==> src/sv/xts_pkg.sv <==
// Shared types, character codes and defaults for the XML tag stream scanner.
package xts_pkg;

    // Default widths for the position counters and the nesting level
    localparam int POS_WIDTH_DEF   = 32;
    localparam int LEVEL_WIDTH_DEF = 16;

    // Delimiter characters
    localparam logic [7:0] CH_OPEN  = 8'h3C;  // '<'
    localparam logic [7:0] CH_SLASH = 8'h2F;  // '/'
    localparam logic [7:0] CH_QUEST = 8'h3F;  // '?'
    localparam logic [7:0] CH_COLON = 8'h3A;  // ':'
    localparam logic [7:0] CH_CLOSE = 8'h3E;  // '>'
    localparam logic [7:0] CH_SPACE = 8'h20;  // ' '

    // Saturation limit for the name offset and length
    localparam logic [15:0] REL_MAX = 16'hFFFF;

    // Scan phase within the document
    typedef enum logic [1:0] {
        PH_OUTSIDE,
        PH_KIND,
        PH_NAME,
        PH_REST
    } t_phase;

    // Tag kind codes
    typedef enum logic [1:0] {
        KIND_START,
        KIND_END,
        KIND_HEADER,
        KIND_EMPTY
    } t_kind;

    // One result request
    typedef struct packed {
        logic        tag_found;
        t_kind       tag_kind;
        logic [15:0] nest_level;
        logic [31:0] tag_offset;
        logic [31:0] tag_span;
        logic [15:0] name_offset;
        logic [15:0] name_length;
        logic        doc_done;
    } t_result;

endpackage

==> src/sv/xts_core.sv <==
// Scanner core: tag phase state and the per-byte update and result build.
module xts_core #(
    parameter int POS_WIDTH   = xts_pkg::POS_WIDTH_DEF,
    parameter int LEVEL_WIDTH = xts_pkg::LEVEL_WIDTH_DEF
) (
    input  logic             i_clk,
    input  logic             i_rst_n,
    input  logic             i_fire,
    input  logic [7:0]       i_doc_byte,
    input  logic             i_last_byte,
    output logic             o_has_result,
    output xts_pkg::t_result o_result
);

    xts_pkg::t_phase         r_phase, n_phase;
    logic [POS_WIDTH-1:0]    r_pos;
    logic [POS_WIDTH-1:0]    r_open, n_open;
    xts_pkg::t_kind          r_kind, n_kind;
    logic [15:0]             r_start, n_start;
    logic [15:0]             r_end, n_end;
    logic [7:0]              r_prev;
    logic [LEVEL_WIDTH-1:0]  r_level;
    logic                    r_prev_start;

    logic [POS_WIDTH-1:0]    diff;
    logic [POS_WIDTH-1:0]    span_pos;
    logic [64:0]             rel_ext;
    logic [15:0]             rel_after;
    logic                    is_name;
    logic                    closed;
    logic                    name_step;
    logic [15:0]             start_base;
    logic [15:0]             end_base;
    xts_pkg::t_kind          cur_kind;
    logic [LEVEL_WIDTH-1:0]  lvl_inc;
    logic [LEVEL_WIDTH-1:0]  lvl;
    logic [63:0]             open_ext;
    logic [63:0]             span_ext;
    logic [31:0]             lvl_ext;

    // Offset of the byte after this one, relative to '<', saturating
    assign diff      = r_pos - r_open;
    assign span_pos  = diff + {{(POS_WIDTH-1){1'b0}}, 1'b1};
    assign rel_ext   = 65'(diff) + 65'd1;
    assign rel_after = (rel_ext > 65'(xts_pkg::REL_MAX)) ? xts_pkg::REL_MAX : rel_ext[15:0];

    // A name byte is above space and neither '>' nor '/'
    assign is_name = (i_doc_byte > xts_pkg::CH_SPACE) && (i_doc_byte != xts_pkg::CH_CLOSE)
                     && (i_doc_byte != xts_pkg::CH_SLASH);

    // Next phase
    always_comb begin
        n_phase = r_phase;
        unique case (r_phase)
            xts_pkg::PH_OUTSIDE: begin
                if (i_doc_byte == xts_pkg::CH_OPEN) n_phase = xts_pkg::PH_KIND;
            end
            xts_pkg::PH_KIND: begin
                if (i_doc_byte == xts_pkg::CH_SLASH || i_doc_byte == xts_pkg::CH_QUEST) begin
                    n_phase = xts_pkg::PH_NAME;
                end else if (is_name) begin
                    n_phase = xts_pkg::PH_NAME;
                end else if (i_doc_byte == xts_pkg::CH_CLOSE) begin
                    n_phase = xts_pkg::PH_OUTSIDE;
                end else begin
                    n_phase = xts_pkg::PH_REST;
                end
            end
            xts_pkg::PH_NAME: begin
                if (is_name) begin
                    n_phase = xts_pkg::PH_NAME;
                end else if (i_doc_byte == xts_pkg::CH_CLOSE) begin
                    n_phase = xts_pkg::PH_OUTSIDE;
                end else begin
                    n_phase = xts_pkg::PH_REST;
                end
            end
            xts_pkg::PH_REST: begin
                if (i_doc_byte == xts_pkg::CH_CLOSE) n_phase = xts_pkg::PH_OUTSIDE;
            end
            default: n_phase = xts_pkg::PH_OUTSIDE;
        endcase
    end

    // Tag fields: open position, kind, name start and length, close detect
    always_comb begin
        closed     = 1'b0;
        name_step  = 1'b0;
        n_open     = r_open;
        n_kind     = r_kind;
        start_base = r_start;
        end_base   = r_end;
        n_start    = r_start;
        n_end      = r_end;
        unique case (r_phase)
            xts_pkg::PH_OUTSIDE: begin
                if (i_doc_byte == xts_pkg::CH_OPEN) n_open = r_pos;
            end
            xts_pkg::PH_KIND: begin
                if (i_doc_byte == xts_pkg::CH_SLASH) begin
                    n_kind  = xts_pkg::KIND_END;
                    n_start = rel_after;
                    n_end   = 16'd0;
                end else if (i_doc_byte == xts_pkg::CH_QUEST) begin
                    n_kind  = xts_pkg::KIND_HEADER;
                    n_start = rel_after;
                    n_end   = 16'd0;
                end else begin
                    // the kind byte is already the first name byte
                    n_kind     = xts_pkg::KIND_START;
                    name_step  = 1'b1;
                    start_base = 16'd1;
                    end_base   = 16'd0;
                end
            end
            xts_pkg::PH_NAME: name_step = 1'b1;
            xts_pkg::PH_REST: closed = (i_doc_byte == xts_pkg::CH_CLOSE);
            default: closed = 1'b0;
        endcase

        // name byte: grow the name, restart after a namespace colon
        if (name_step) begin
            n_start = start_base;
            n_end   = end_base;
            if (is_name) begin
                n_end = (end_base == xts_pkg::REL_MAX) ? end_base : end_base + 16'd1;
                if (i_doc_byte == xts_pkg::CH_COLON) begin
                    n_start = rel_after;
                    n_end   = 16'd0;
                end
            end else begin
                closed = (i_doc_byte == xts_pkg::CH_CLOSE);
            end
        end
    end

    // Kind and nesting level of a closing tag
    assign cur_kind = (r_prev == xts_pkg::CH_SLASH) ? xts_pkg::KIND_EMPTY : n_kind;
    assign lvl_inc  = (r_prev_start && (r_level != {LEVEL_WIDTH{1'b1}}))
                      ? r_level + {{(LEVEL_WIDTH-1){1'b0}}, 1'b1} : r_level;
    assign lvl      = (cur_kind == xts_pkg::KIND_END && lvl_inc != '0)
                      ? lvl_inc - {{(LEVEL_WIDTH-1){1'b0}}, 1'b1} : lvl_inc;

    assign open_ext = 64'(r_open);
    assign span_ext = 64'(span_pos);
    assign lvl_ext  = 32'(lvl);

    // Result request
    always_comb begin
        o_result = '0;
        if (closed) begin
            o_result.tag_found   = 1'b1;
            o_result.tag_kind    = cur_kind;
            o_result.nest_level  = lvl_ext[15:0];
            o_result.tag_offset  = open_ext[31:0];
            o_result.tag_span    = span_ext[31:0];
            o_result.name_offset = n_start;
            o_result.name_length = n_end;
        end
        o_result.doc_done = i_last_byte;
    end

    assign o_has_result = closed || i_last_byte;

    // State update; the final byte returns everything to reset
    always_ff @(posedge i_clk) begin
        if (!i_rst_n) begin
            r_phase      <= xts_pkg::PH_OUTSIDE;
            r_pos        <= '0;
            r_open       <= '0;
            r_kind       <= xts_pkg::KIND_START;
            r_start      <= '0;
            r_end        <= '0;
            r_prev       <= '0;
            r_level      <= '0;
            r_prev_start <= 1'b0;
        end else if (i_fire) begin
            if (i_last_byte) begin
                r_phase      <= xts_pkg::PH_OUTSIDE;
                r_pos        <= '0;
                r_open       <= '0;
                r_kind       <= xts_pkg::KIND_START;
                r_start      <= '0;
                r_end        <= '0;
                r_prev       <= '0;
                r_level      <= '0;
                r_prev_start <= 1'b0;
            end else begin
                r_phase <= n_phase;
                r_pos   <= r_pos + {{(POS_WIDTH-1){1'b0}}, 1'b1};
                r_open  <= n_open;
                r_kind  <= n_kind;
                r_start <= n_start;
                r_end   <= n_end;
                r_prev  <= i_doc_byte;
                if (closed) begin
                    r_level      <= lvl;
                    r_prev_start <= (cur_kind == xts_pkg::KIND_START);
                end
            end
        end
    end

    // The final byte clears the scan
    a_last_clears: assert property (@(posedge i_clk) disable iff (!i_rst_n)
        i_fire && i_last_byte |=> r_phase == xts_pkg::PH_OUTSIDE && r_pos == '0 && r_level == '0)
        else $error("scan state not cleared after final byte");

    // A completed tag always leaves the scan outside any tag
    a_close_outside: assert property (@(posedge i_clk) disable iff (!i_rst_n)
        i_fire && closed |=> r_phase == xts_pkg::PH_OUTSIDE)
        else $error("phase not outside after a completed tag");

    // Local name starts after the '<'
    a_name_offset: assert property (@(posedge i_clk) disable iff (!i_rst_n)
        i_fire && o_result.tag_found |-> o_result.name_offset != 16'd0)
        else $error("tag with zero name offset");

endmodule

==> src/sv/xts_out_reg.sv <==
// Result register that holds one request toward the downstream side.
module xts_out_reg (
    input  logic             i_clk,
    input  logic             i_rst_n,
    input  logic             i_load,
    input  xts_pkg::t_result i_result,
    input  logic             i_stall,
    output logic             o_valid,
    output logic             o_free,
    output xts_pkg::t_result o_result
);

    logic             r_valid;
    xts_pkg::t_result r_result;

    // Space when empty or when the held request leaves this cycle
    assign o_free = !r_valid || !i_stall;

    always_ff @(posedge i_clk) begin
        if (!i_rst_n) begin
            r_valid <= 1'b0;
        end else if (i_load) begin
            r_valid <= 1'b1;
        end else if (!i_stall) begin
            r_valid <= 1'b0;
        end
    end

    // Payload needs no reset
    always_ff @(posedge i_clk) begin
        if (i_load) begin
            r_result <= i_result;
        end
    end

    assign o_valid  = r_valid;
    assign o_result = r_result;

endmodule

==> src/sv/xml_tag_stream_scanner.sv <==
// Top level of the XML tag stream scanner: input register, core, result register.
// A byte that gives a result passes the input register and then the result register before o_valid rises.
// Throughput: one byte per cycle, unless a result waits for room in the result register (o_stall).
// Bytes that give no result pass without using the result register.
// Reset: synchronous active-low i_rst_n clears both registers and the scan state.
module xml_tag_stream_scanner #(
    parameter int POS_WIDTH   = xts_pkg::POS_WIDTH_DEF,
    parameter int LEVEL_WIDTH = xts_pkg::LEVEL_WIDTH_DEF
) (
    input  logic        i_clk,
    input  logic        i_rst_n,
    input  logic        i_valid,
    output logic        o_stall,
    input  logic [7:0]  i_doc_byte,
    input  logic        i_last_byte,
    output logic        o_valid,
    input  logic        i_stall,
    output logic        o_tag_found,
    output logic [1:0]  o_tag_kind,
    output logic [15:0] o_nest_level,
    output logic [31:0] o_tag_offset,
    output logic [31:0] o_tag_span,
    output logic [15:0] o_name_offset,
    output logic [15:0] o_name_length,
    output logic        o_doc_done
);

    logic             r_in_valid;
    logic [7:0]       r_in_byte;
    logic             r_in_last;
    logic             in_free;
    logic             fire;
    logic             has_result;
    logic             out_free;
    xts_pkg::t_result core_result;
    xts_pkg::t_result out_result;

    // A byte moves on when it makes no result or the result register has room
    assign fire    = r_in_valid && (!has_result || out_free);
    assign in_free = !r_in_valid || fire;
    assign o_stall = !in_free;

    // Input register
    always_ff @(posedge i_clk) begin
        if (!i_rst_n) begin
            r_in_valid <= 1'b0;
        end else if (in_free) begin
            r_in_valid <= i_valid;
        end
    end

    always_ff @(posedge i_clk) begin
        if (in_free && i_valid) begin
            r_in_byte <= i_doc_byte;
            r_in_last <= i_last_byte;
        end
    end

    xts_core #(
        .POS_WIDTH   (POS_WIDTH),
        .LEVEL_WIDTH (LEVEL_WIDTH)
    ) u_core (
        .i_clk        (i_clk),
        .i_rst_n      (i_rst_n),
        .i_fire       (fire),
        .i_doc_byte   (r_in_byte),
        .i_last_byte  (r_in_last),
        .o_has_result (has_result),
        .o_result     (core_result)
    );

    xts_out_reg u_out_reg (
        .i_clk    (i_clk),
        .i_rst_n  (i_rst_n),
        .i_load   (fire && has_result),
        .i_result (core_result),
        .i_stall  (i_stall),
        .o_valid  (o_valid),
        .o_free   (out_free),
        .o_result (out_result)
    );

    assign o_tag_found   = out_result.tag_found;
    assign o_tag_kind    = out_result.tag_kind;
    assign o_nest_level  = out_result.nest_level;
    assign o_tag_offset  = out_result.tag_offset;
    assign o_tag_span    = out_result.tag_span;
    assign o_name_offset = out_result.name_offset;
    assign o_name_length = out_result.name_length;
    assign o_doc_done    = out_result.doc_done;

endmodule
==> config.mk <==
export PLATFORM = sky130hd
export DESIGN_NAME = xml_tag_stream_scanner
export DESIGN_NICKNAME = d
export VERILOG_FILES = /design/src/sv/xts_pkg.sv /design/src/sv/xts_core.sv /design/src/sv/xts_out_reg.sv /design/src/sv/xml_tag_stream_scanner.sv
export SDC_FILE = /design/constraint.sdc
export NUM_CORES = 1
export LEC_CHECK = 0
export BUFFER_PORTS_ARGS = -buffer_cell sky130_fd_sc_hd__clkbuf_2
export CORE_UTILIZATION = 47
export DETAILED_ROUTE_END_ITERATION = 12
export GPL_ROUTABILITY_DRIVEN = 0
export PLACE_DENSITY_LB_ADDON = 0.08
export SYNTH_ARGS = -nofsm -noshare
export SYNTH_HDL_FRONTEND = slang
export SYNTH_SLANG_ARGS = --single-unit
==> constraint.sdc <==
create_clock -name i_clk -period 7.5 [get_ports i_clk]
set_clock_uncertainty 0.2 [all_clocks]
set_input_delay 0.375 -clock i_clk [delete_from_list [all_inputs] [get_ports i_clk]]
set_output_delay 0.375 -clock i_clk [all_outputs]
set_load 0.01 [all_outputs]
==> flow_metrics.tcl, run 1 <==
set metrics [dict create \
    power_uw 2950 \
    worstMarginPinSlew_ns 1.14 \
    slew_headroom_pct 24.3 \
    routedWlPerCell_microns 17.1 \
    clk_pin_slew_ns 0.06 \
    antenna_left 0 \
    track_usage_pct 22.9 \
    finalHoldViolations 0 \
    yosysUniqueCellTypes 89 \
    io_buffers 130 \
    dr_total_vias 12100 \
    hp-class "reg2reg" \
    report.final.slew_viol_count 0 \
    critPathArrivalTime_ns 5.83 \
    initial_core_util_pct 48.1 \
    netlist_area_sq_um 14400 \
    drive_above_1_share_pct 12.8 \
    first_global_vias 11400 \
    end_kind "flop" \
    synth.net_count 1663 \
    synth_edf_count 125 \
    rsz0062_at_grt "no" \
    crit_chain "inv_1, ha_1, fa_1, nand2b_1, a21bo_4, a2111o_1, and3_1, nor3_1, nand3_1, nand3b_1, or3_1, nor4_1, a21oi_1, nor4_4, a21oi_1, a22o_1" \
    min_from "u_core.r_start[1]" \
    r2r-end "u_core.r_start[8]" \
    multiInputGateArea_sq_um 7510 \
    switching_share_pct 21.0 \
    p_sw_uw 619 \
    fin_crit_sh_pct 74.9 \
    crit_required_ns 7.72 \
    worst-setup-path-type "reg2reg" \
    grt_pass1_wl_microns 58400 \
    ys_seq_area_share_pct 43.8 \
    seqPwrFrac_pct 50.0 \
    drt_iter0_markers 840 \
    rrSetupSlack_ns 1.89 \
    htree_levels 1 \
    intPower_uw 2330 \
    syn_area_per_cell_sq_um 8.95 \
    insertion_delay_ns 0.55 \
    reg2reg_depth 16 \
    maxCapViolCount 0 \
    place_hpwl_microns 25900 \
    worst_path_max_delay_cell "nor4_4" \
    combPwrFrac_pct 3.4 \
    ctsResizeCount 0 \
    route.detailed.drc 0 \
    p_per_area_nw_per_um2 181 \
    ff_latch_area_sq_um 6300 \
    syn_to_final_growth_pct 13.1 \
    design.core.area_sq_um 29900 \
    critPathMaxStageDelay_ns 0.75 \
    fill_cells 2750 \
    syn_inst 1607 \
    synth_ff_type "dfxtp_1" \
    cts_root_buf "clkbuf_16" \
    insertedDiodeCount 0 \
    status "completed" \
    placed_area_sq_um 15200 \
    crit_top_cell "a21oi_1" \
    cts_buffers 27 \
    antenna_found_initial 0 \
    wl_microns 36200 \
    final_area_sq_um 16300 \
    peakVddDrop_mv 0.142 \
    grt_overflow_total 0 \
    clock-sinks 252 \
    finalSetupViolations 0 \
    row_count 63 \
    layout_common_cells "nor2_1, nand2_1, clkbuf_2" \
    min_period_ns 5.61 \
    layout_commonest_cell "nor2_1" \
    r2r-start "u_core.r_pos[0]" \
    cts_tree "done" \
    synth_seq_cells 252 \
    fin_nets 1762 \
    fmax_ghz 0.178 \
    ys_warn_count 0 \
    min_to "u_core.r_start[1]" \
    setup_tns_ns 0 \
    dr.pass1.iters 5 \
    chipWidth_microns 177 \
    startpoint_type "flop" \
    io-pin-count 131 \
    crit_fanout 14 \
    hold_path_depth 1 \
    p_leak_uw 0.00583 \
    cts_buffer_depth 3 \
    power_frac_clock_pct 46.5 \
    vias_per_cell 5.70 \
    die_h_microns 177 \
    grt_max_degree 100 \
    ys_async_sr_fraction_pct 0 \
    die-area_sq_um 31300 \
]
how the worst max path moves through the flow:
stage / end / slack (ns) / from / cells after the start
finish: u_core.r_start[8] / 1.89 / u_core.r_pos[0] / 16
global route: u_core.r_start[9] / 1.39 / u_core.r_pos[7] / 14
CTS: u_core.r_start[11] / 1.93 / u_core.r_pos[0] / 16
detailed placement: u_core.r_start[10] / 1.94 / u_core.r_pos[0] / 16
global placement: u_core.r_start[8] / 2.09 / u_core.r_pos[0] / 16
floorplan: u_out_reg.o_result[0] / 2.30 / r_in_byte[1] / 10
per-stage QoR:
step	setup slack (ns)	utilization [%]	instances	hold WS, ns
after global routing	1.39	54.5	2117	0.257
after global placement	2.09	51.0	2056	0.228
after CTS	1.93	54.5	2117	0.250
after floorplan	2.30	-	1607	0.221
after detailed placement	1.94	51.0	2056	0.236
final	1.89	54.5	2117	0.257
power groups by stage:
stage	logic (uW)	clock network, uW	registers (uW)
after CTS	102	1410	1480
after detailed placement	97.4	0	1510
final	101	1370	1480
after floorplan	47.8	0	1510
after global routing	110	1450	1480
after global placement	96.3	0	1510
cells in the mapped netlist, drive strengths merged (5+ instances only):
library cell	instances	share of area [%]
nand2	140	3.7
nand2b	6	0.26
buf	13	0.57
a32oi	6	0.37
nor3b	8	0.42
o211ai	9	0.47
a21o	14	0.73
clkbuf	69	2.1
and3	17	0.75
and2	47	2.1
and4	8	0.50
mux2i	7	0.49
o31ai	12	0.72
or2	7	0.30
nor3	31	1.2
a21oi	85	3.0
edfxtp	125	26
a31oi	12	0.52
or3	19	0.84
a22o	12	0.73
or4	7	0.40
nand3	54	1.9
o21ai	104	3.6
a21boi	14	0.73
o31a	5	0.32
xor2	53	3.2
nand4	32	1.5
xnor2	63	3.8
a211oi	12	0.63
nand3b	11	0.57
inv	58	1.5
dfxtp	127	18
nor2b	48	2.1
a22oi	45	2.3
nor4	16	0.95
nor2	207	5.4
o21a	10	0.52
ha	42	3.7
o22ai	7	0.30
registers in the layout, summed over array words and instances, names as in the netlist, 2 cells and up:
signal,cells
u_core.r_kind,2
u_core.r_level,16
u_core.r_phase,2
u_core.r_prev,8
r_in_byte,8
u_core.r_start,16
u_core.r_pos,32
u_core.r_open,32
u_core.r_end,16
u_out_reg.o_result,116
layer usage:
metal	vias to the layer above	global-route usage (%)	wire length, microns
met1	5732	32.0	17100
met4	0	7.33	1000
li1	5955	-	-
met5	-	0	0
met3	68	2.68	1730
met2	303	36.8	16400
worst max-delay path, delay by kind of cell, from the launching register on:
kind,cells,cell delay (ns)
DFF,1,0.42
AOI/OAI and AO/OA,5,1.17
buffers and inverters,1,0.07
adders and majority gates,2,0.62
and+or+nand+nor,8,2.99
area by class of cell:
| class | count | share of cell area, % |
|---|---|---|
| Clock buffer | 39 | 4.61 |
| Clock inverter | 11 | 1.00 |
| Multi-Input combinational cell | 1215 | 46.2 |
| Timing Repair Buffer | 152 | 5.18 |
| Tap cell | 390 | 3.00 |
| Sequential cell | 252 | 38.7 |
| Inverter | 58 | 1.35 |
kinds of logic (layout without fill, tap and decap cells):
group	Yosys count	count (layout)	synth area share (%)
AOI/OAI and AO/OA	377	377	17.0
xor gates and xnor gates	116	116	7.06
adders and majority gates	43	43	3.79
buffers and inverters	140	260	4.17
DFF	252	252	43.8
muxes	10	10	0.722
and+or+nand+nor	669	669	23.4
timing repair:
item                                   in CTS  in global routing
hold buffers                               11                  0
endpoints found under the hold margin      11                  0
setup endpoints to repair                   0                  0
setup buffers                               0                  0
(Power assumes the default switching activity.)
==> run 2, diff against run 1 <==
==> constraint.sdc (replaced) <==
create_clock -name i_clk -period 4.8 [get_ports i_clk]
set_clock_uncertainty 0.2 [all_clocks]
set_input_delay 0.24 -clock i_clk [delete_from_list [all_inputs] [get_ports i_clk]]
set_output_delay 0.24 -clock i_clk [all_outputs]
set_load 0.01 [all_outputs]
==> run 2 against run 1 <==
First-iteration DRC count is 1.7% higher; hold slack worse by 0.057 ns; flip-flop and latch count unchanged; via count is 3.5% higher; clock power grew 43%; sequential share of layout area is 2.1 points lower; die area is the same; largest cell class unchanged.
==> flow_metrics.tcl, run 2 (synthesized netlist as in run 1, its figures left out) <==
set metrics [dict create \
    hp-class "in2reg" \
    grt_max_degree 107 \
    wl_microns 37700 \
    initial_core_util_pct 48.1 \
    dr_total_vias 12500 \
    end_kind "flop" \
    final_util_pct 57.5 \
    grt_use_met1_pct 32.8 \
    maxCapViolCount 0 \
    dr.pass1.iters 5 \
    htree_levels 1 \
    slew_headroom_pct 30.8 \
    syn_to_final_growth_pct 19.5 \
    grt_util_met3_pct 2.84 \
    finalSetupViolations 0 \
    io_buffers 130 \
    routedWlPerCell_microns 17.1 \
    die-area_sq_um 31300 \
    startpoint_type "flop" \
    setup_tns_ns 0 \
    drive_above_1_share_pct 19.7 \
    antenna_found_initial 0 \
    first_global_vias 11700 \
    drt_iter0_markers 854 \
    insertion_delay_ns 0.56 \
    design.core.area_sq_um 29900 \
    cts_buffer_depth 3 \
    fin_crit_sh_pct 98.4 \
    place_hpwl_microns 26800 \
    cts_root_buf "clkbuf_16" \
    post-place-ws_ns -0.0244 \
    clock-sinks 252 \
    status "completed" \
    final_area_sq_um 17200 \
    min_period_ns 4.72 \
    cts_buffers 26 \
    crit_required_ns 5.03 \
    row_count 63 \
    largest_reg_flops 116 \
    p_leak_uw 0.00632 \
    track_usage_pct 23.8 \
    antenna_left 0 \
    whs_ns 0.200 \
    critPathArrivalTime_ns 4.95 \
    cts_tree "done" \
    finalHoldViolations 0 \
    p_per_area_nw_per_um2 258 \
    die_h_microns 177 \
    clk_pin_slew_ns 0.06 \
    crit_fanout 7 \
    rsz0062_at_grt "yes" \
    grt-busiest-layer "met2" \
    io-pin-count 131 \
    layout_commonest_cell "nor2_1" \
    layout_setup_ws_ns 0.0779 \
    worstMarginPinSlew_ns 1.04 \
    grt_pass1_wl_microns 60300 \
    route.detailed.drc 0 \
    grt_overflow_total 0 \
    layout_common_cells "nor2_1, nand2_1, clkbuf_2" \
    vias_per_cell 5.68 \
    placed_area_sq_um 15800 \
    peakVddDrop_mv 0.238 \
    grtUsageMet2_pct 39.1 \
    chipWidth_microns 177 \
    fin_nets 1845 \
    report.final.slew_viol_count 0 \
    worst-setup-path-type "reg2reg" \
    insertedDiodeCount 0 \
    fmax_ghz 0.212 \
]
run 2: cell count changes in the layout (fill, tap and decap cells not counted), moves of 5 or more:
| cell | change |
|---|---|
| buf_4 | +76 |
| ha_1 | -9 |
| a21oi_1 | -6 |
| a21oi_2 | +6 |
| clkinv_2 | +5 |
| ha_2 | +5 |
| nor4_1 | -5 |
| xnor2_1 | -5 |
| xnor2_2 | +5 |
run 2: final timing paths:
path | from | endpoint | slack, ns | cells after the start
max | u_core.r_pos[0] | u_core.r_start[8] | 0.08 | 20
min | i_doc_byte[2] | r_in_byte[2] | 0.20 | 2
max reg2reg | u_core.r_pos[0] | u_core.r_start[8] | 0.08 | 20
min reg2reg | u_core.r_start[5] | u_core.r_start[5] | 0.25 | 1
run 2: what timing repair did:
item / in CTS / in global routing
setup buffers: 1 / 8
resized for setup: 2 / 64
pin swaps: 2 / 17
hold buffers: 13 / 0
cloned: 1 / 1
setup endpoints to repair: 6 / 16
hold endpoints to repair: 13 / 0
run 2: area by class of cell:
cell class / instances / area [sq um]
clock buffers: 39 / 781
clock inverters: 9 / 58.8
fillers: 2673 / 12700
inverters: 58 / 221
multi-input cells: 1216 / 7820
flip-flops and latches: 252 / 6300
well taps: 390 / 488
repair buffers: 235 / 1520
run 2: layer usage:
| layer | vias to the layer above | part of all wire [%] |
|---|---|---|
| li1 | 6142 | - |
| met5 | - | 0 |
| met3 | 63 | 4.3 |
| met1 | 5953 | 47 |
| met4 | 0 | 2.1 |
| met2 | 327 | 47 |
run 2: stage by stage:
step	power (uW)	instances
after floorplan	2440	1607
after global placement	2510	2127
after detailed placement	2510	2127
after CTS	4490	2190
after global routing	4590	2199
final	4440	2199
run 2: power breakdown:
group          leakage (uW)  internal [uW]  switching, uW
clock network      0.000417           1120            835
logic               0.00378           68.2            113
registers           0.00212           2290           16.8
run 2: worst max-delay path: stages, from the launching register on:
cell	delay [ns]
dfxtp_2	0.33
inv_2	0.05
ha_4	0.16
fa_2	0.33
nand2b_4	0.15
a21bo_4	0.22
and2_4	0.16
a311o_4	0.42
nor3_4	0.25
buf_6	0.14
buf_6	0.09
nand4b_1	0.10
xor2_1	0.27
nor4b_2	0.08
a41o_1	0.25
or4_4	0.51
nor4_4	0.30
buf_4	0.16
buf_12	0.12
a21oi_2	0.05
a22o_1	0.24
==> run 3, diff against run 2 <==
--- a/config.mk
+++ b/config.mk
@@ -6,7 +6,8 @@
 export NUM_CORES = 1
 export LEC_CHECK = 0
 export BUFFER_PORTS_ARGS = -buffer_cell sky130_fd_sc_hd__clkbuf_2
-export CORE_UTILIZATION = 47
+export CORE_MARGIN = 8
+export CORE_UTILIZATION = 55
 export DETAILED_ROUTE_END_ITERATION = 12
 export GPL_ROUTABILITY_DRIVEN = 0
 export PLACE_DENSITY_LB_ADDON = 0.08
==> constraint.sdc (replaced) <==
create_clock -name i_clk -period 4.1 [get_ports i_clk]
set_clock_uncertainty 0.2 [all_clocks]
set_input_delay 0.205 -clock i_clk [delete_from_list [all_inputs] [get_ports i_clk]]
set_output_delay 0.205 -clock i_clk [all_outputs]
set_load 0.01 [all_outputs]
==> run 3 against run 2 <==
The flow now finishes with violations (negative setup slack); count of clock-buffer cells in the layout shrank 2; clock power grew 23%; combinational power grew 17%; sequential power grew 17%; routed wire length grew 5.1%; critical path depth shrank 4; die area grew 0.88%; register-to-register slack lost 0.57 ns; setup slack lost 0.57 ns; power grew 20%; critical path type unchanged; largest cell class unchanged.
==> flow_metrics.tcl, run 3 (synthesized netlist as in run 1, its figures left out) <==
set metrics [dict create \
    status "finished, violations left" \
    violations "negative setup slack" \
    drt_iter0_markers 1094 \
    power_frac_clock_pct 45.3 \
    htree_levels 1 \
    fmax_ghz 0.218 \
    antenna_left 0 \
    crit_fanout 14 \
    end_kind "flop" \
    antenna_found_initial 0 \
    initial_core_util_pct 55.7 \
    maxCapViolCount 0 \
    insertedDiodeCount 0 \
    cts_buffer_depth 3 \
    critical_path.top_delay_family "simple AND/OR/NAND/NOR gates" \
    critPathArrivalTime_ns 4.84 \
    intPower_uw 4150 \
    layout_commonest_cell "buf_4" \
    grt_pass1_wl_microns 65000 \
    setup_tns_ns -7.21 \
    crit_required_ns 4.34 \
    route.detailed.drc 0 \
    report.final.slew_viol_count 0 \
    finalSetupViolations 17 \
    p_sw_uw 1170 \
    cts_root_buf "clkbuf_16" \
    peakVddDrop_mv 0.401 \
    hp-class "in2reg" \
    cts_buffers 27 \
    vias_per_cell 5.72 \
    p_leak_uw 0.00728 \
    seqPwrFrac_pct 50.7 \
    grt_overflow_total 0 \
    cts_tree "done" \
    io_buffers 130 \
    grt_max_degree 76 \
    routedWlPerCell_microns 16.9 \
    crit_buf_inv 3 \
    worst-setup-path-type "reg2reg" \
    grt-busiest-layer "met2" \
    insertion_delay_ns 0.55 \
    grt_util_met3_pct 3.13 \
    min_period_ns 4.59 \
    crit_chain "inv_1, ha_1, nor2b_1, buf_4, o2111a_1, o211ai_1, o311ai_4, or4_4, nor4_4, xnor2_1, a41o_1, or4_4, nor4_4, buf_12, a21oi_1, a22o_1" \
    worstMarginPinSlew_ns 0.839 \
    grt_use_met1_pct 31.2 \
    layout_setup_ws_ns -0.493 \
    die-area_sq_um 31600 \
    design.core.area_sq_um 25800 \
    chipWidth_microns 178 \
    io-pin-count 131 \
    layout_common_cells "buf_4, nor2_1, nand2_1" \
    place_hpwl_microns 29300 \
    die_h_microns 178 \
    post-place-ws_ns -0.581 \
    row_count 59 \
    largest_reg_flops 116 \
    wl_microns 39600 \
    grtUsageMet2_pct 43.1 \
    switching_share_pct 22.1 \
    rsz0062_at_grt "yes" \
    first_global_vias 13300 \
    finalHoldViolations 0 \
    combPwrFrac_pct 4.0 \
    slew_headroom_pct 43.9 \
    power_uw 5320 \
    startpoint_type "flop" \
    syn_to_final_growth_pct 29.7 \
    worst_path_max_delay_cell "or4_4" \
    clock-sinks 252 \
    dr_total_vias 13400 \
    p_per_area_nw_per_um2 285 \
    clk_pin_slew_ns 0.06 \
    track_usage_pct 24.7 \
    drive_above_1_share_pct 27.8 \
    fin_crit_sh_pct 112 \
    fin_nets 2041 \
    critPathMaxStageDelay_ns 0.58 \
    dr.pass1.iters 7 \
]
-- run 3: worst paths after layout --
kind              slack (ns)                 to               from  cells past startpoint
hold reg to reg         0.25  u_core.r_start[5]  u_core.r_start[5]                      1
setup / recovery       -0.49  u_core.r_start[8]   u_core.r_open[1]                     16
setup reg to reg       -0.49  u_core.r_start[8]   u_core.r_open[1]                     16
hold / removal          0.17       r_in_byte[5]      i_doc_byte[5]                      2
-- run 3: power groups by stage --
stage / Sequential [uW] / Clock, uW / Combinational (uW)
2_1_floorplan: 2770 / 0 / 91.0
3_3_place_gp: 2750 / 0 / 196
3_5_place_dp: 2750 / 0 / 201
4_1_cts: 2700 / 2440 / 213
5_1_grt: 2700 / 2540 / 229
6_report: 2700 / 2410 / 213
-- run 3: metal layers --
| layer | vias to the layer above | part of all wire [%] |
|---|---|---|
| met1 | 6423 | 43 |
| met5 | - | 0 |
| met3 | 68 | 5.8 |
| met4 | 0 | 2.4 |
| met2 | 375 | 48 |
| li1 | 6529 | - |
-- run 3: stage by stage --
stage / instance area (sq um) / hold slack (ns) / std cells / util (%)
global placement: 17400 / 0.183 / 2271 / 67.4
floorplan: 14600 / 0.104 / 1607 / -
CTS: 18500 / 0.152 / 2339 / 71.7
global route: 18700 / 0.174 / 2341 / 72.2
detailed placement: 17400 / 0.186 / 2271 / 67.4
finish: 18700 / 0.170 / 2341 / 72.2
-- run 3: worst reg2reg max path, delay by kind of cell, from the launching register on --
family                     cells  cell delay [ns]
AOI/OAI and AO/OA              6             1.30
buffers and inverters          3             0.38
adders and majority gates      1             0.26
and+or+nand+nor                5             1.90
xor gates and xnor gates       1             0.13
DFF                            1             0.33
-- run 3: final cells by class --
type | instances | area (sq um)
Clock buffer | 37 | 773
Tap cell | 335 | 419
Multi-Input combinational cell | 1215 | 7850
Sequential cell | 252 | 6300
Timing Repair Buffer | 431 | 2970
Fill cell | 2026 | 7190
Clock inverter | 13 | 114
Inverter | 58 | 221
-- run 3: what timing repair did --
item | 4_1_cts | 5_1_grt
hold buffers | 13 | 0
hold endpoints to repair | 13 | 0
pin swaps | 2 | 3
setup buffers | 6 | 2
gates resized for setup | 15 | 23
setup endpoints to repair | 18 | 33
